--- config.mk ---
export PLATFORM = sky130hd
export DESIGN_NAME = timestamp_ordered_integration_slots_flat
export DESIGN_NICKNAME = d
export VERILOG_FILES = /design/src/design/tosl_pkg.sv /design/src/design/tosl_if.sv /design/src/design/tosl_ram.sv /design/src/design/tosl_front.sv /design/src/design/tosl_back.sv /design/src/design/timestamp_ordered_integration_slots.sv /design/src/flat_wrapper.sv
export SDC_FILE = /design/constraint.sdc
export NUM_CORES = 2
export LEC_CHECK = 0
export BUFFER_PORTS_ARGS = -buffer_cell sky130_fd_sc_hd__clkbuf_2
export CAP_MARGIN = 0
export CORE_MARGIN = 2
export CORE_UTILIZATION = 45
export CTS_BUF_LIST = sky130_fd_sc_hd__clkbuf_8
export DETAILED_ROUTE_END_ITERATION = 12
export PLACE_DENSITY_LB_ADDON = 0.15
export SLEW_MARGIN = 20
export SYNTH_ARGS = -nofsm -noshare
export SYNTH_HDL_FRONTEND = slang
export SYNTH_SLANG_ARGS = --single-unit
--- constraint.sdc ---
create_clock -name clk_i -period 29 [get_ports clk_i]
set_input_delay 5.8 -clock clk_i [delete_from_list [all_inputs] [get_ports clk_i]]
set_output_delay 5.8 -clock clk_i [all_outputs]
set_load 0.05 [all_outputs]
--- src/design/tosl_pkg.sv ---
// Types and constants of the integration slot pool
`default_nettype none

package tosl_pkg;

  localparam int unsigned TS_W  = 48;
  localparam int unsigned ENG_W = 4;
  localparam int unsigned LEN_W = 16;
  localparam int unsigned SI_W  = 3;
  localparam int unsigned CNT_W = 17;

  localparam logic [CNT_W-1:0] CNT_MAX       = '1;
  localparam logic [CNT_W-1:0] BUDGET_RESET  = 17'd4096;
  localparam logic             REG_BYTES_PER_ENGINE = 1'b0;

  typedef enum logic [1:0] {
    KIND_PKT     = 2'd0,
    KIND_CLAIM   = 2'd1,
    KIND_RELEASE = 2'd2,
    KIND_NOP     = 2'd3
  } kind_e;

  typedef enum logic [2:0] {
    ST_EXISTING  = 3'd0,
    ST_NEW       = 3'd1,
    ST_NEW_EVICT = 3'd2,
    ST_TOO_OLD   = 3'd3,
    ST_ALL_BUSY  = 3'd4,
    ST_DONE      = 3'd5
  } status_e;

  typedef struct packed {
    kind_e              kind;
    logic [TS_W-1:0]    ts;
    logic               eng_ok;
    logic [ENG_W-1:0]   eng;
    logic [LEN_W-1:0]   off;
    logic [LEN_W-1:0]   len;
    logic [SI_W-1:0]    si;
    logic               si_ok;
  } cmd_t;

  typedef struct packed {
    status_e            status;
    logic [SI_W-1:0]    slot_used;
    logic               evicted;
    logic [SI_W-1:0]    evicted_slot;
    logic               truncated;
    logic               over_count;
    logic               engine_filled;
    logic               integration_complete;
  } res_t;

endpackage

`default_nettype wire

--- src/design/tosl_if.sv ---
// Channel interfaces: packet/command input and result output
`default_nettype none

interface tosl_in_if;
  logic        valid;
  logic        ready;
  logic [1:0]  mode;
  logic [47:0] timestamp;
  logic [3:0]  engine_index;
  logic [15:0] byte_offset;
  logic [15:0] byte_length;
  logic [2:0]  slot_index;

  modport source (output valid, mode, timestamp, engine_index, byte_offset, byte_length,
                  slot_index, input ready);
  modport sink   (input valid, mode, timestamp, engine_index, byte_offset, byte_length,
                  slot_index, output ready);
endinterface

interface tosl_out_if;
  logic       valid;
  logic       ready;
  logic [2:0] status;
  logic [2:0] slot_used;
  logic       evicted;
  logic [2:0] evicted_slot;
  logic       truncated;
  logic       over_count;
  logic       engine_filled;
  logic       integration_complete;

  modport source (output valid, status, slot_used, evicted, evicted_slot, truncated,
                  over_count, engine_filled, integration_complete, input ready);
  modport sink   (input valid, status, slot_used, evicted, evicted_slot, truncated,
                  over_count, engine_filled, integration_complete, output ready);
endinterface

`default_nettype wire

--- src/design/tosl_ram.sv ---
// Generic single-write, single-read RAM with registered read data
`default_nettype none

module tosl_ram #(
  parameter int unsigned WIDTH = 17,
  parameter int unsigned DEPTH = 128
) (
  input  wire logic                     clk_i,
  input  wire logic                     we_i,
  input  wire logic [$clog2(DEPTH)-1:0] waddr_i,
  input  wire logic [WIDTH-1:0]         wdata_i,
  input  wire logic [$clog2(DEPTH)-1:0] raddr_i,
  output logic      [WIDTH-1:0]         rdata_o
);

  logic [WIDTH-1:0] mem_q [DEPTH];

  always_ff @(posedge clk_i) begin
    if (we_i) begin
      mem_q[waddr_i] <= wdata_i;
    end
    rdata_o <= mem_q[raddr_i];
  end

endmodule

`default_nettype wire

--- src/design/tosl_front.sv ---
// Front end: accepts transactions, classifies them and queues commands
`default_nettype none

module tosl_front #(
  parameter int unsigned SLOTS     = 8,
  parameter int unsigned ENGINES   = 16,
  parameter int unsigned TIME_BITS = 48
) (
  input  wire logic      clk_i,
  input  wire logic      rst_ni,
  tosl_in_if.sink        in_i,
  output logic           cmd_valid_o,
  output tosl_pkg::cmd_t cmd_o,
  input  wire logic      cmd_pop_i
);

  localparam int unsigned TW = (TIME_BITS < tosl_pkg::TS_W) ? TIME_BITS : tosl_pkg::TS_W;

  tosl_pkg::cmd_t cls;
  tosl_pkg::cmd_t ent_q [2];
  logic           wr_q;
  logic           rd_q;
  logic [1:0]     cnt_q;
  logic           push;
  logic           pop;

  always_comb begin
    cls        = '0;
    cls.kind   = tosl_pkg::kind_e'(in_i.mode);
    cls.ts     = tosl_pkg::TS_W'(in_i.timestamp[TW-1:0]);
    cls.eng    = in_i.engine_index;
    cls.eng_ok = 32'(in_i.engine_index) < 32'(ENGINES);
    cls.off    = in_i.byte_offset;
    cls.len    = in_i.byte_length;
    cls.si     = in_i.slot_index;
    cls.si_ok  = 32'(in_i.slot_index) < 32'(SLOTS);
  end

  assign in_i.ready  = (cnt_q != 2'd2);
  assign push        = in_i.valid && in_i.ready;
  assign pop         = cmd_pop_i && (cnt_q != 2'd0);
  assign cmd_valid_o = (cnt_q != 2'd0);
  assign cmd_o       = ent_q[rd_q];

  always_ff @(posedge clk_i or negedge rst_ni) begin
    if (!rst_ni) begin
      wr_q  <= 1'b0;
      rd_q  <= 1'b0;
      cnt_q <= 2'd0;
    end else begin
      if (push) begin
        wr_q <= ~wr_q;
      end
      if (pop) begin
        rd_q <= ~rd_q;
      end
      cnt_q <= cnt_q + 2'(push) - 2'(pop);
    end
  end

  always_ff @(posedge clk_i) begin
    if (push) begin
      ent_q[wr_q] <= cls;
    end
  end

endmodule

`default_nettype wire

--- src/design/tosl_back.sv ---
// Back end: walks the ordered slot chain, evicts, inserts and counts bytes
`default_nettype none

module tosl_back #(
  parameter int unsigned SLOTS     = 8,
  parameter int unsigned ENGINES   = 16,
  parameter int unsigned TIME_BITS = 48
) (
  input  wire logic                          clk_i,
  input  wire logic                          rst_ni,
  input  wire logic                          cmd_valid_i,
  input  wire tosl_pkg::cmd_t                cmd_i,
  output logic                               cmd_pop_o,
  input  wire logic [tosl_pkg::CNT_W-1:0]    bytes_per_engine_i,
  output logic                               res_valid_o,
  output tosl_pkg::res_t                     res_o,
  input  wire logic                          res_ready_i
);

  localparam int unsigned IW    = $clog2(SLOTS);
  localparam int unsigned TW    = (TIME_BITS < tosl_pkg::TS_W) ? TIME_BITS : tosl_pkg::TS_W;
  localparam int unsigned DEPTH = SLOTS * ENGINES;
  localparam int unsigned AW    = $clog2(DEPTH);
  localparam int unsigned LW    = $clog2(ENGINES + 1);
  localparam int unsigned CW    = tosl_pkg::CNT_W;
  localparam logic [AW-1:0] ENG_STRIDE = AW'(ENGINES);

  typedef enum logic [11:0] {
    S_IDLE   = 12'b0000_0000_0001,
    S_RECENT = 12'b0000_0000_0010,
    S_HEAD   = 12'b0000_0000_0100,
    S_FIND   = 12'b0000_0000_1000,
    S_EVICT  = 12'b0000_0001_0000,
    S_REL    = 12'b0000_0010_0000,
    S_UNLINK = 12'b0000_0100_0000,
    S_TAKE   = 12'b0000_1000_0000,
    S_INS    = 12'b0001_0000_0000,
    S_WALK   = 12'b0010_0000_0000,
    S_UPD_RD = 12'b0100_0000_0000,
    S_UPD_WR = 12'b1000_0000_0000
  } state_e;

  state_e         state_q;
  tosl_pkg::cmd_t cmd_q;

  logic [TW-1:0]  time_q [SLOTS];
  logic [IW-1:0]  nxt_q  [SLOTS];
  logic           nxv_q  [SLOTS];
  logic           busy_q [SLOTS];
  logic           inch_q [SLOTS];
  logic [LW-1:0]  left_q [SLOTS];
  logic [DEPTH-1:0] vbit_q;

  logic [IW-1:0]  head_q, tail_q, free_q, recent_q;
  logic           head_v_q, tail_v_q, free_v_q, recent_v_q;
  logic [IW-1:0]  cur_q, prev_q, vic_q, slot_q, ev_q;
  logic           prev_v_q, ev_v_q;
  tosl_pkg::status_e status_q;
  logic           trunc_q;
  logic [CW-1:0]  clen_q;
  logic           out_v_q;
  tosl_pkg::res_t res_q;

  logic [IW-1:0]  rd_addr;
  logic [TW-1:0]  rd_time;
  logic [IW-1:0]  rd_nxt;
  logic           rd_nxv, rd_busy, rd_inch;
  logic [LW-1:0]  rd_left;
  logic [TW-1:0]  ts;
  logic           out_free;

  logic [AW-1:0]  ram_addr;
  logic [CW-1:0]  ram_rdata;
  logic           ram_we;

  logic [CW-1:0]  budget, off_x, sum, clen, old_cnt, nw;
  logic           trunc;
  logic [CW:0]    nw_wide;
  logic           over, filled, done;
  logic [LW-1:0]  left_new;

  function automatic tosl_pkg::res_t make_res(tosl_pkg::status_e st, logic [IW-1:0] s,
                                              logic ev, logic [IW-1:0] evs, logic tr,
                                              logic ov, logic fi, logic dn);
    tosl_pkg::res_t r;
    r.status               = st;
    r.slot_used            = tosl_pkg::SI_W'(s);
    r.evicted              = ev;
    r.evicted_slot         = ev ? tosl_pkg::SI_W'(evs) : '0;
    r.truncated            = tr;
    r.over_count           = ov;
    r.engine_filled        = fi;
    r.integration_complete = dn;
    return r;
  endfunction

  function automatic tosl_pkg::res_t done_res(logic [tosl_pkg::SI_W-1:0] si);
    tosl_pkg::res_t r;
    r           = '0;
    r.status    = tosl_pkg::ST_DONE;
    r.slot_used = si;
    return r;
  endfunction

  function automatic tosl_pkg::res_t drop_res(tosl_pkg::status_e st);
    tosl_pkg::res_t r;
    r        = '0;
    r.status = st;
    return r;
  endfunction

  always_comb begin
    unique case (state_q)
      S_IDLE:                        rd_addr = IW'(cmd_i.si);
      S_RECENT:                      rd_addr = recent_q;
      S_HEAD, S_INS:                 rd_addr = head_q;
      S_FIND, S_EVICT, S_REL, S_WALK: rd_addr = cur_q;
      S_UNLINK:                      rd_addr = vic_q;
      S_TAKE:                        rd_addr = free_q;
      S_UPD_RD, S_UPD_WR:            rd_addr = slot_q;
      default:                       rd_addr = '0;
    endcase
  end

  assign rd_time  = time_q[rd_addr];
  assign rd_nxt   = nxt_q[rd_addr];
  assign rd_nxv   = nxv_q[rd_addr];
  assign rd_busy  = busy_q[rd_addr];
  assign rd_inch  = inch_q[rd_addr];
  assign rd_left  = left_q[rd_addr];
  assign ts       = cmd_q.ts[TW-1:0];
  assign out_free = !out_v_q || res_ready_i;

  assign cmd_pop_o   = (state_q == S_IDLE) && cmd_valid_i && out_free;
  assign res_valid_o = out_v_q;
  assign res_o       = res_q;

  // Byte count arithmetic: clip in the read cycle, accumulate in the write cycle
  assign ram_addr = AW'(AW'(slot_q) * ENG_STRIDE) + AW'(cmd_q.eng);
  assign ram_we   = (state_q == S_UPD_WR);
  assign budget   = bytes_per_engine_i;
  assign off_x    = CW'(cmd_q.off);
  assign sum      = off_x + CW'(cmd_q.len);
  assign trunc    = sum > budget;
  assign clen     = (off_x >= budget) ? '0 : (trunc ? budget - off_x : CW'(cmd_q.len));
  assign old_cnt  = vbit_q[ram_addr] ? ram_rdata : '0;
  assign nw_wide  = (CW+1)'(old_cnt) + (CW+1)'(clen_q);
  assign nw       = nw_wide[CW] ? tosl_pkg::CNT_MAX : nw_wide[CW-1:0];
  assign over     = nw > budget;
  assign filled   = (nw >= budget) && (old_cnt < budget);
  assign left_new = (rd_left == '0) ? '0 : rd_left - LW'(1);
  assign done     = filled && (left_new == '0);

  tosl_ram #(
    .WIDTH (CW),
    .DEPTH (DEPTH)
  ) u_cnt_ram (
    .clk_i   (clk_i),
    .we_i    (ram_we),
    .waddr_i (ram_addr),
    .wdata_i (nw),
    .raddr_i (ram_addr),
    .rdata_o (ram_rdata)
  );

  always_ff @(posedge clk_i or negedge rst_ni) begin
    if (!rst_ni) begin
      state_q    <= S_IDLE;
      head_q     <= '0;
      head_v_q   <= 1'b0;
      tail_q     <= '0;
      tail_v_q   <= 1'b0;
      recent_q   <= '0;
      recent_v_q <= 1'b0;
      free_q     <= '0;
      free_v_q   <= 1'b1;
      out_v_q    <= 1'b0;
      vbit_q     <= '0;
      for (int i = 0; i < SLOTS; i++) begin
        time_q[i] <= '0;
        nxt_q[i]  <= (i + 1 < SLOTS) ? IW'(i + 1) : '0;
        nxv_q[i]  <= (i + 1 < SLOTS);
        busy_q[i] <= 1'b0;
        inch_q[i] <= 1'b0;
        left_q[i] <= LW'(ENGINES);
      end
    end else begin
      if (res_ready_i) begin
        out_v_q <= 1'b0;
      end
      unique case (state_q)
        S_IDLE: begin
          if (cmd_valid_i && out_free) begin
            cmd_q  <= cmd_i;
            ev_v_q <= 1'b0;
            ev_q   <= '0;
            case (cmd_i.kind)
              tosl_pkg::KIND_PKT: begin
                if (!head_v_q) begin
                  if (!free_v_q) begin
                    out_v_q <= 1'b1;
                    res_q   <= drop_res(tosl_pkg::ST_ALL_BUSY);
                  end else begin
                    status_q <= tosl_pkg::ST_NEW;
                    state_q  <= S_TAKE;
                  end
                end else if (recent_v_q) begin
                  state_q <= S_RECENT;
                end else begin
                  state_q <= S_HEAD;
                end
              end
              tosl_pkg::KIND_CLAIM: begin
                if (cmd_i.si_ok && rd_inch) begin
                  busy_q[rd_addr] <= 1'b1;
                end
                out_v_q <= 1'b1;
                res_q   <= done_res(cmd_i.si);
              end
              tosl_pkg::KIND_RELEASE: begin
                if (cmd_i.si_ok && rd_inch && head_v_q) begin
                  vic_q    <= rd_addr;
                  cur_q    <= head_q;
                  prev_v_q <= 1'b0;
                  state_q  <= S_REL;
                end else begin
                  out_v_q <= 1'b1;
                  res_q   <= done_res(cmd_i.si);
                end
              end
              default: begin
                out_v_q <= 1'b1;
                res_q   <= done_res(cmd_i.si);
              end
            endcase
          end
        end
        S_RECENT: begin
          if (rd_inch && (rd_time == ts)) begin
            slot_q   <= recent_q;
            status_q <= tosl_pkg::ST_EXISTING;
            state_q  <= S_UPD_RD;
          end else begin
            state_q <= S_HEAD;
          end
        end
        S_HEAD: begin
          if (ts < rd_time) begin
            if (!free_v_q) begin
              out_v_q <= 1'b1;
              res_q   <= drop_res(tosl_pkg::ST_TOO_OLD);
              state_q <= S_IDLE;
            end else begin
              status_q <= tosl_pkg::ST_NEW;
              state_q  <= S_TAKE;
            end
          end else begin
            cur_q   <= head_q;
            state_q <= S_FIND;
          end
        end
        S_FIND: begin
          if (rd_time == ts) begin
            slot_q   <= cur_q;
            status_q <= tosl_pkg::ST_EXISTING;
            state_q  <= S_UPD_RD;
          end else if (rd_nxv) begin
            cur_q <= rd_nxt;
          end else if (free_v_q) begin
            status_q <= tosl_pkg::ST_NEW;
            state_q  <= S_TAKE;
          end else begin
            cur_q    <= head_q;
            prev_v_q <= 1'b0;
            state_q  <= S_EVICT;
          end
        end
        S_EVICT: begin
          // oldest slot that no reader holds goes first
          if (!rd_busy) begin
            vic_q    <= cur_q;
            ev_q     <= cur_q;
            ev_v_q   <= 1'b1;
            status_q <= tosl_pkg::ST_NEW_EVICT;
            state_q  <= S_UNLINK;
          end else if (rd_nxv) begin
            prev_q   <= cur_q;
            prev_v_q <= 1'b1;
            cur_q    <= rd_nxt;
          end else begin
            out_v_q <= 1'b1;
            res_q   <= drop_res(tosl_pkg::ST_ALL_BUSY);
            state_q <= S_IDLE;
          end
        end
        S_REL: begin
          if (!prev_v_q && (cur_q == vic_q)) begin
            state_q <= S_UNLINK;
          end else if (rd_nxv && (rd_nxt == vic_q)) begin
            prev_q   <= cur_q;
            prev_v_q <= 1'b1;
            state_q  <= S_UNLINK;
          end else if (rd_nxv) begin
            cur_q <= rd_nxt;
          end else begin
            out_v_q <= 1'b1;
            res_q   <= done_res(cmd_q.si);
            state_q <= S_IDLE;
          end
        end
        S_UNLINK: begin
          if (!prev_v_q) begin
            head_q   <= rd_nxt;
            head_v_q <= rd_nxv;
            if (tail_v_q && (tail_q == vic_q)) begin
              tail_q   <= rd_nxt;
              tail_v_q <= rd_nxv;
            end
            if (recent_v_q && (recent_q == vic_q)) begin
              recent_q   <= rd_nxt;
              recent_v_q <= rd_nxv;
            end
          end else begin
            nxt_q[prev_q] <= rd_nxv ? rd_nxt : '0;
            nxv_q[prev_q] <= rd_nxv;
            if (tail_v_q && (tail_q == vic_q)) begin
              tail_q <= prev_q;
            end
            if (recent_v_q && (recent_q == vic_q)) begin
              recent_q <= prev_q;
            end
          end
          // clear the slot and push it on the front of the free chain
          time_q[vic_q] <= '0;
          busy_q[vic_q] <= 1'b0;
          inch_q[vic_q] <= 1'b0;
          left_q[vic_q] <= LW'(ENGINES);
          for (int j = 0; j < DEPTH; j++) begin
            if (IW'(j / ENGINES) == vic_q) begin
              vbit_q[j] <= 1'b0;
            end
          end
          nxt_q[vic_q] <= free_v_q ? free_q : '0;
          nxv_q[vic_q] <= free_v_q;
          free_q       <= vic_q;
          free_v_q     <= 1'b1;
          if (cmd_q.kind == tosl_pkg::KIND_RELEASE) begin
            out_v_q <= 1'b1;
            res_q   <= done_res(cmd_q.si);
            state_q <= S_IDLE;
          end else begin
            state_q <= S_TAKE;
          end
        end
        S_TAKE: begin
          slot_q          <= free_q;
          free_q          <= rd_nxt;
          free_v_q        <= rd_nxv;
          inch_q[free_q]  <= 1'b1;
          busy_q[free_q]  <= 1'b0;
          time_q[free_q]  <= ts;
          state_q         <= S_INS;
        end
        S_INS: begin
          if (!head_v_q) begin
            nxt_q[slot_q] <= '0;
            nxv_q[slot_q] <= 1'b0;
            head_q        <= slot_q;
            head_v_q      <= 1'b1;
            tail_q        <= slot_q;
            tail_v_q      <= 1'b1;
            state_q       <= S_UPD_RD;
          end else if (ts < rd_time) begin
            nxt_q[slot_q] <= head_q;
            nxv_q[slot_q] <= 1'b1;
            head_q        <= slot_q;
            state_q       <= S_UPD_RD;
          end else if (!rd_nxv) begin
            nxt_q[slot_q] <= rd_nxt;
            nxv_q[slot_q] <= 1'b0;
            nxt_q[head_q] <= slot_q;
            nxv_q[head_q] <= 1'b1;
            if (tail_v_q && (tail_q == head_q)) begin
              tail_q <= slot_q;
            end
            state_q <= S_UPD_RD;
          end else begin
            prev_q  <= head_q;
            cur_q   <= rd_nxt;
            state_q <= S_WALK;
          end
        end
        S_WALK: begin
          if (ts < rd_time) begin
            nxt_q[slot_q] <= cur_q;
            nxv_q[slot_q] <= 1'b1;
            nxt_q[prev_q] <= slot_q;
            nxv_q[prev_q] <= 1'b1;
            state_q       <= S_UPD_RD;
          end else if (!rd_nxv) begin
            nxt_q[slot_q] <= rd_nxt;
            nxv_q[slot_q] <= 1'b0;
            nxt_q[cur_q]  <= slot_q;
            nxv_q[cur_q]  <= 1'b1;
            if (tail_v_q && (tail_q == cur_q)) begin
              tail_q <= slot_q;
            end
            state_q <= S_UPD_RD;
          end else begin
            prev_q <= cur_q;
            cur_q  <= rd_nxt;
          end
        end
        S_UPD_RD: begin
          recent_q   <= slot_q;
          recent_v_q <= 1'b1;
          if (cmd_q.eng_ok) begin
            trunc_q <= trunc;
            clen_q  <= clen;
            state_q <= S_UPD_WR;
          end else begin
            out_v_q <= 1'b1;
            res_q   <= make_res(status_q, slot_q, ev_v_q, ev_q, 1'b0, 1'b0, 1'b0, 1'b0);
            state_q <= S_IDLE;
          end
        end
        S_UPD_WR: begin
          vbit_q[ram_addr] <= 1'b1;
          if (filled) begin
            left_q[slot_q] <= left_new;
          end
          out_v_q <= 1'b1;
          res_q   <= make_res(status_q, slot_q, ev_v_q, ev_q, trunc_q, over, filled, done);
          state_q <= S_IDLE;
        end
        default: state_q <= S_IDLE;
      endcase
    end
  end

endmodule

`default_nettype wire

--- src/design/timestamp_ordered_integration_slots.sv ---
// Top level of the timestamp-ordered integration slot pool
//
// Input channel in_i carries one transaction per item: a packet (mode 0), a
// claim that marks a slot busy (mode 1) or a release that frees a slot
// (mode 2). Output channel out_o returns exactly one result per transaction,
// in order. Both use valid/ready; a transaction moves when both are high.
// The front end queues up to two classified commands; the back end works on
// one command at a time against a chain of slots kept in timestamp order.
// A claim, a release of an unknown slot or mode 3 passes through queue and
// back end without a walk; a packet that hits the recent slot skips the walk;
// a full walk with eviction and ordered insert is paced by the single chain
// read port stepping one slot per cycle. A release walks the ordered chain
// to find the predecessor.
// The APB port holds bytes_per_engine at byte address 0 (reset 4096).
// Reset empties the ordered chain, links all slots into the free chain in
// index order and zeroes every byte count at once. While out_o stalls the
// result register holds and the queue keeps accepting until full.
`default_nettype none

module timestamp_ordered_integration_slots #(
  parameter int unsigned SLOTS     = 8,
  parameter int unsigned ENGINES   = 16,
  parameter int unsigned TIME_BITS = 48
) (
  input  wire logic        clk_i,
  input  wire logic        rst_ni,
  tosl_in_if.sink          in_i,
  tosl_out_if.source       out_o,
  input  wire logic        psel,
  input  wire logic        penable,
  input  wire logic        pwrite,
  input  wire logic [2:0]  paddr,
  input  wire logic [31:0] pwdata,
  output logic      [31:0] prdata,
  output logic             pready
);

  logic                          cmd_valid;
  logic                          cmd_pop;
  tosl_pkg::cmd_t                cmd;
  tosl_pkg::res_t                res;
  logic                          res_valid;
  logic [tosl_pkg::CNT_W-1:0]    bpe_q;
  logic                          cfg_wr;

  assign pready = 1'b1;
  assign cfg_wr = psel && penable && pwrite && (paddr[2] == tosl_pkg::REG_BYTES_PER_ENGINE);
  assign prdata = (paddr[2] == tosl_pkg::REG_BYTES_PER_ENGINE) ? 32'(bpe_q) : '0;

  always_ff @(posedge clk_i or negedge rst_ni) begin
    if (!rst_ni) begin
      bpe_q <= tosl_pkg::BUDGET_RESET;
    end else if (cfg_wr) begin
      bpe_q <= pwdata[tosl_pkg::CNT_W-1:0];
    end
  end

  tosl_front #(
    .SLOTS     (SLOTS),
    .ENGINES   (ENGINES),
    .TIME_BITS (TIME_BITS)
  ) u_front (
    .clk_i       (clk_i),
    .rst_ni      (rst_ni),
    .in_i        (in_i),
    .cmd_valid_o (cmd_valid),
    .cmd_o       (cmd),
    .cmd_pop_i   (cmd_pop)
  );

  tosl_back #(
    .SLOTS     (SLOTS),
    .ENGINES   (ENGINES),
    .TIME_BITS (TIME_BITS)
  ) u_back (
    .clk_i              (clk_i),
    .rst_ni             (rst_ni),
    .cmd_valid_i        (cmd_valid),
    .cmd_i              (cmd),
    .cmd_pop_o          (cmd_pop),
    .bytes_per_engine_i (bpe_q),
    .res_valid_o        (res_valid),
    .res_o              (res),
    .res_ready_i        (out_o.ready)
  );

  assign out_o.valid                = res_valid;
  assign out_o.status               = res.status;
  assign out_o.slot_used            = res.slot_used;
  assign out_o.evicted              = res.evicted;
  assign out_o.evicted_slot         = res.evicted_slot;
  assign out_o.truncated            = res.truncated;
  assign out_o.over_count           = res.over_count;
  assign out_o.engine_filled        = res.engine_filled;
  assign out_o.integration_complete = res.integration_complete;

endmodule

`default_nettype wire

--- src/flat_wrapper.sv ---
// flat-port wrapper written by rule: the top's interface ports become plain ports
module timestamp_ordered_integration_slots_flat 
#(
  parameter int unsigned SLOTS     = 8,
  parameter int unsigned ENGINES   = 16,
  parameter int unsigned TIME_BITS = 48
)
  (clk_i, rst_ni, psel, penable, pwrite, paddr, pwdata, prdata, pready, in_i_valid, in_i_mode, in_i_timestamp, in_i_engine_index, in_i_byte_offset, in_i_byte_length, in_i_slot_index, in_i_ready, out_o_valid, out_o_status, out_o_slot_used, out_o_evicted, out_o_evicted_slot, out_o_truncated, out_o_over_count, out_o_engine_filled, out_o_integration_complete, out_o_ready);
  tosl_in_if in_i_i ();
  tosl_out_if out_o_i ();
  input  wire logic clk_i;
  input  wire logic rst_ni;
  input  wire logic psel;
  input  wire logic penable;
  input  wire logic pwrite;
  input  wire logic [2:0] paddr;
  input  wire logic [31:0] pwdata;
  output logic      [31:0] prdata;
  output logic pready;
  input wire logic [$bits(in_i_i.valid)-1:0] in_i_valid;
  input wire logic [$bits(in_i_i.mode)-1:0] in_i_mode;
  input wire logic [$bits(in_i_i.timestamp)-1:0] in_i_timestamp;
  input wire logic [$bits(in_i_i.engine_index)-1:0] in_i_engine_index;
  input wire logic [$bits(in_i_i.byte_offset)-1:0] in_i_byte_offset;
  input wire logic [$bits(in_i_i.byte_length)-1:0] in_i_byte_length;
  input wire logic [$bits(in_i_i.slot_index)-1:0] in_i_slot_index;
  output wire logic [$bits(in_i_i.ready)-1:0] in_i_ready;
  output wire logic [$bits(out_o_i.valid)-1:0] out_o_valid;
  output wire logic [$bits(out_o_i.status)-1:0] out_o_status;
  output wire logic [$bits(out_o_i.slot_used)-1:0] out_o_slot_used;
  output wire logic [$bits(out_o_i.evicted)-1:0] out_o_evicted;
  output wire logic [$bits(out_o_i.evicted_slot)-1:0] out_o_evicted_slot;
  output wire logic [$bits(out_o_i.truncated)-1:0] out_o_truncated;
  output wire logic [$bits(out_o_i.over_count)-1:0] out_o_over_count;
  output wire logic [$bits(out_o_i.engine_filled)-1:0] out_o_engine_filled;
  output wire logic [$bits(out_o_i.integration_complete)-1:0] out_o_integration_complete;
  input wire logic [$bits(out_o_i.ready)-1:0] out_o_ready;
  assign in_i_i.valid = in_i_valid;
  assign in_i_i.mode = in_i_mode;
  assign in_i_i.timestamp = in_i_timestamp;
  assign in_i_i.engine_index = in_i_engine_index;
  assign in_i_i.byte_offset = in_i_byte_offset;
  assign in_i_i.byte_length = in_i_byte_length;
  assign in_i_i.slot_index = in_i_slot_index;
  assign in_i_ready = in_i_i.ready;
  assign out_o_valid = out_o_i.valid;
  assign out_o_status = out_o_i.status;
  assign out_o_slot_used = out_o_i.slot_used;
  assign out_o_evicted = out_o_i.evicted;
  assign out_o_evicted_slot = out_o_i.evicted_slot;
  assign out_o_truncated = out_o_i.truncated;
  assign out_o_over_count = out_o_i.over_count;
  assign out_o_engine_filled = out_o_i.engine_filled;
  assign out_o_integration_complete = out_o_i.integration_complete;
  assign out_o_i.ready = out_o_ready;
  timestamp_ordered_integration_slots #(.SLOTS(SLOTS), .ENGINES(ENGINES), .TIME_BITS(TIME_BITS)) u_core (.clk_i(clk_i), .rst_ni(rst_ni), .in_i(in_i_i), .out_o(out_o_i), .psel(psel), .penable(penable), .pwrite(pwrite), .paddr(paddr), .pwdata(pwdata), .prdata(prdata), .pready(pready));
endmodule
=== Word level (Yosys, flattened, before mapping) ===
Memory sizes are Yosys's and may differ from the RTL's. A register that Yosys moved wholly into a read port is not among the register bits.
Cells that the tools add are included.

* Flip-flop bits (word level): 788
* RAM bits: 2,354
* Bits of input ports: 131
* Output and inout port bits: 49
* Logic and storage cells: 547
* Memories: 2

* Add/sub/neg operators: 7
* $lt $le $gt $ge: 22
* Eq/ne operators: 78
* Muxes and demuxes: 237
* Bitwise operators: 32
* Reductions and logical operators: 75

{| class="wikitable"
|+ Memories
! name !! depth !! width !! read ports !! clocked after Yosys merged registers in !! write ports !! RTL line !! RTL
|-
| u_core.u_back.u_cnt_ram.mem_q || 128 || 17 || 1 || 1 || 1 || tosl_ram.sv:16 || <nowiki>logic [WIDTH-1:0] mem_q [DEPTH];</nowiki>
|-
| u_core.u_front.ent_q || 2 || 89 || 1 || 0 || 1 || tosl_front.sv:20 || <nowiki>tosl_pkg::cmd_t ent_q [2];</nowiki>
|}

{| class="wikitable"
|+ Operators with widths
! operator !! count
|-
| 384-bit case mux with 2 select lines || 1
|-
| 384-bit bitwise AND || 1
|-
| 384-bit bitwise mux || 1
|-
| 384-bit NOT || 1
|-
| 48-bit demux with 3-bit select || 2
|-
| 128-bit case mux with 2 select lines || 1
|-
| 24-bit bitwise mux || 8
|-
| 48-bit 2-to-1 mux || 4
|-
| 14-bit 2-to-1 mux || 13
|-
| 12-bit 2-to-1 mux || 14
|-
| 24-bit 2-to-1 mux || 7
|-
| 3-bit 2-to-1 mux || 54
|-
| 48-bit binary-select mux with 3-bit select || 1
|-
| 12-bit case mux with 11 select lines || 1
|-
| 128-bit bitwise OR || 1
|-
| 8-bit 2-to-1 mux || 13
|-
| 14-bit case mux with 7 select lines || 1
|-
| 40-bit case mux with 2 select lines || 1
|-
| 24-bit case mux with 3 select lines || 1
|-
| 2-bit != test, second input constant || 34
|-
| 8-bit bitwise OR || 7
|-
| 1-bit 2-to-1 mux || 54
|-
| 17-bit 2-to-1 mux || 3
|-
| 48-bit equality test || 1
|-
| 93 further kinds || 226
|}

=== Longest topological paths before layout ===
* Depth in word-level cells: 13
* Depth in mapped cells: 35
* Depth with buffers taken out: 28

=== By module ===
From an unflattened synthesis, not the netlist that was laid out.

* Cells, all modules: 7,977
* Area total of the unflattened synthesis: 133,936.0 um^2

{| class="wikitable"
|+ By module, submodules not included
! module !! times used !! cells an instance !! area each (um^2) !! seq. area each (um^2)
|-
| tosl_ram || 1 || 3,268 || 83,396.2 || 65,683.0
|-
| tosl_back || 1 || 4,340 || 42,512.0 || 19,940.4
|-
| tosl_front || 1 || 297 || 7,090.6 || 5,445.2
|-
| timestamp_ordered_integration_slots || 1 || 72 || 937.1 || 426.7
|}

=== Worst setup path before layout ===
No wires, ideal clock.

* Kind: input to output
* From: input port paddr[2]
* To: output port prdata[10]
* Arrival: 6.832 ns
* Data required time: 23.200 ns
* Setup slack: 16.368 ns
* Cell stages on the path: 3
* Buffers on the path: 2
* Cells stage by stage: clkbuf_1 clkbuf_1 nor2_1

* Word-level cells in the longest chain between the ends: 1

{| class="wikitable"
|+ RTL lines
! item !! RTL line !! RTL
|-
| start: declaration || flat_wrapper.sv:16 || <nowiki>input wire logic [2:0] paddr;</nowiki>
|-
| 17-bit 2-to-1 mux || timestamp_ordered_integration_slots.sv:48 || <nowiki>assign prdata = (paddr[2] == tosl_pkg::REG_BYTES_PER_ENGINE) ? 32'(bpe_q) : '0;</nowiki>
|-
| end: declaration || flat_wrapper.sv:18 || <nowiki>output logic [31:0] prdata;</nowiki>
|}

No other way between the ends.

=== Final worst setup path ===
* From: input port paddr[2]
* To: output port prdata[7]

Same word-level chain as after synthesis.

==> flow_metrics.env <==
export IMPL_worstPathMaxFanout=18
export IMPL_port_buffers=146
export IMPL_post_cts_buffers=0
export IMPL_avgSynthCellArea_sq_um=14.5
export IMPL_fin_nets=9557
export IMPL_syn_area_sq_um=129000
export IMPL_grt_util_met1=0.395
export IMPL_rsz0062_at_grt="no"
export IMPL_gp_congestion=0.937
export IMPL_report_final_slew_viol_count=0
export IMPL_die_w_um=540
export IMPL_finalClockSkew_ns=0.122
export IMPL_fmax_ghz=0.0806
export IMPL_dr_pass1_iters=8
export IMPL_relSlewSlack=0.157
export IMPL_maxCapViolations=0
export IMPL_overflow=0
export IMPL_synth_edf_count=2495
export IMPL_clock_latency_ns=1.18
export IMPL_gr_usage_met3=0.0549
export IMPL_antenna_found_initial=15
export IMPL_ys_types=95
export IMPL_layout_commonest_cell="edfxtp_1"
export IMPL_yosys_top_cells_area="edfxtp_1 (58%), dfrtp_1 (12%), a22o_1 (3.8%)"
export IMPL_outcome="finished clean"
export IMPL_grt_busiest_layer="met2"
export IMPL_cts_buffers_inserted=538
export IMPL_vias=86200
export IMPL_clock_sinks=3158
export IMPL_wire_per_inst_um=31.7
export IMPL_grt_pass1_wl_mm=612
export IMPL_setup_worst_path_end_class="output port"
export IMPL_synthArstFlopShare=0.205
export IMPL_cts_tree="yes"
export IMPL_worstSetupPathType="input port to output port"
export IMPL_num_rows=196
export IMPL_drt_iter0_drc=10800
export IMPL_yosysTopAreaCell="edfxtp_1"
export IMPL_crit_required_ns=23.20
export IMPL_worst_slew_pin_slew_ns=1.25
export IMPL_finalHoldViolations=0
export IMPL_vdd_drop_max_v=0.0000541
export IMPL_routed_wl_mm=426
export IMPL_whs_ns=0.463
export IMPL_finalSetupTns_ns=0
export IMPL_syn_inst=8930
export IMPL_cts_htree_levels=6
export IMPL_timing_final_crit_share=0.428
export IMPL_hpwl_mm=244
export IMPL_grt_max_degree=120
export IMPL_cp_start_kind="input port"
export IMPL_period_needed_ns=12.41
export IMPL_cts_clk_slew_worst_paths_ns=0.05
export IMPL_synth_top_area_frac=0.579
export IMPL_dieArea_sq_um=292000
export IMPL_die_h_um=540
export IMPL_initial_utilization=0.453
export IMPL_core_area_sq_um=285000
export IMPL_post_cts_resized=0
export IMPL_hold_class="flop to flop"
export IMPL_gr_usage_met2=0.446
export IMPL_setup_violations=0
export IMPL_cts_root_buf="clkbuf_8"
export IMPL_drc=0
export IMPL_cp_arrival_ns=6.61
export IMPL_power_leakage_nw=51.5
export IMPL_clock_path_buffers=4
export IMPL_yosys_register_bits=3158
export IMPL_syn_to_final_growth_pct=12.5
export IMPL_grt_pass1_vias=85100
export IMPL_via_per_inst=6.41
export IMPL_ctsHoldBuffers=0
export IMPL_drive_gt1_frac=0.163
export IMPL_synthFlopType="edfxtp_1"
export IMPL_grtUsageTotal=0.285
export IMPL_ys_seq_area_frac=0.707
export IMPL_postRouteAntennaNets=0
export IMPL_layout_common_cells="edfxtp_1 (2495), a22oi_1 (654), dfrtp_1 (614), nand2_1 (608), clkbuf_8 (579)"
export IMPL_power_density_nw_per_um2=80.7
export IMPL_ys_warn_count=0
export IMPL_io_pins=180
-- final cells by class --
type	count	area (sq um)
antenna	9	22.5
tap	3762	4710
inverter	90	345
timing repair buffer	494	3580
multi-input combinational	4992	35600
clock inverter	365	1810
clock buffer	579	7970
fill	24100	140000
sequential	3158	91500
-- final timing paths --
path                                                            from  depth (start not counted)                                     to  slack [ns]
min in group asynchronous                                     rst_ni                          1            u_core.bpe_q[6]$_DFFE_PN0P_        4.57
worst max register to register     u_core.u_back.cmd_q[36]$_DFFE_PP_                         33    u_core.u_back.left_q[0]$_DFFE_PN0P_       17.50
worst min-delay path            u_core.u_back.left_q[24]$_DFFE_PN1P_                          2   u_core.u_back.left_q[24]$_DFFE_PN1P_        0.46
worst min register to register  u_core.u_back.left_q[24]$_DFFE_PN1P_                          2   u_core.u_back.left_q[24]$_DFFE_PN1P_        0.46
max in group asynchronous                                     rst_ni                          4  u_core.u_back.time_q[365]$_DFFE_PN0P_       21.70
worst max-delay path                                        paddr[2]                          3                              prdata[7]       16.59
-- metal layers --
| metal | share of wire | wire length (um) |
|---|---|---|
| met1 | 0.41 | 175000 |
| met2 | 0.46 | 196000 |
| met3 | 0.091 | 38800 |
| met4 | 0.040 | 16900 |
| met5 | 0.000054 | 23 |
-- worst max-delay path: stages --
cell and delay, ns:
clkbuf_2 0.29, nor2_1 0.20, clkbuf_2 0.30
-- logic make-up (layout without fill, tap and decap cells) --
family                   after synthesis  in the layout  share of synthesized area
AND/OR/NAND/NOR                     1689           1689                     0.0615
adder cells (fa/ha/maj)              154            154                     0.0150
other                                  2             25                  0.0000581
buffers and inverters                794           1528                     0.0240
flip-flops                          3158           3158                      0.707
XOR/XNOR                              45             45                    0.00305
multiplexers                         402            402                     0.0343
AO/OA/AOI/OAI                       2686           2686                      0.155
-- where the power goes --
| part | internal (W) | total [W] | switching (W) | leakage (nW) |
|---|---|---|---|---|
| combinational | 0.000712 | 0.00258 | 0.00187 | 14.3 |
| clock | 0.00189 | 0.00370 | 0.00181 | 5.75 |
| sequential | 0.00536 | 0.00546 | 0.0000952 | 31.5 |
| total | 0.00796 | 0.0117 | 0.00378 | 51.5 |
-- registers in the layout (all words and copies together) (netlist names), 8 cells and up --
signal	flops
u_core.u_back.vbit_q	128
u_core.u_back.u_cnt_ram.mem_q	2176
u_core.bpe_q	17
u_core.u_back.ts	48
u_core.u_back.left_q	40
u_core.u_back.clen_q	17
u_core.u_back.state_q	12
u_core.u_front.ent_q	178
u_core.u_back.inch_q	8
u_core.u_back.busy_q	8
u_core.u_back.nxt_q	24
u_core.u_back.nxv_q	8
u_core.u_back.res_o	14
u_core.u_back.cmd_q	41
u_core.u_back.time_q	384
u_core.u_back.u_cnt_ram.rdata_o	17
-- stage by stage --
step / std cells / power [W] / worst slack [ns] / area, sq um / utilization
floorplan: 8944 / 0.00706 / 16.37 / 129000 / -
global placement: 12500 / 0.00806 / 16.60 / 136000 / 0.475
detailed placement: 12500 / 0.00810 / 16.56 / 136000 / 0.475
CTS: 13400 / 0.0118 / 16.56 / 145000 / 0.509
global route: 13400 / 0.0122 / 16.50 / 145000 / 0.510
finish: 13400 / 0.0117 / 16.59 / 146000 / 0.510
-- synthesized netlist by cell type (all sizes together), types with 14 or more instances --
| library cell | number |
|---|---|
| xnor2 | 34 |
| o221ai | 21 |
| a221oi | 226 |
| a21o | 39 |
| edfxtp | 2495 |
| mux2i | 225 |
| a211oi | 94 |
| nand2 | 618 |
| mux4 | 14 |
| and2 | 46 |
| a22oi | 654 |
| nand4 | 160 |
| o21a | 151 |
| a31oi | 158 |
| nand2b | 26 |
| buf | 200 |
| o22ai | 35 |
| o21ai | 238 |
| inv | 88 |
| clkbuf | 504 |
| o31ai | 28 |
| a32o | 17 |
| nor3 | 85 |
| nor2 | 354 |
| nand3 | 164 |
| mux2 | 163 |
| o211ai | 58 |
| a22o | 564 |
| and3 | 81 |
| nor4 | 36 |
| ha | 149 |
| dfxtp | 17 |
| nor2b | 40 |
| dfstp | 30 |
| a21oi | 244 |
| or3 | 22 |
| dfrtp | 616 |
Power figures use the tool's default switching activity.
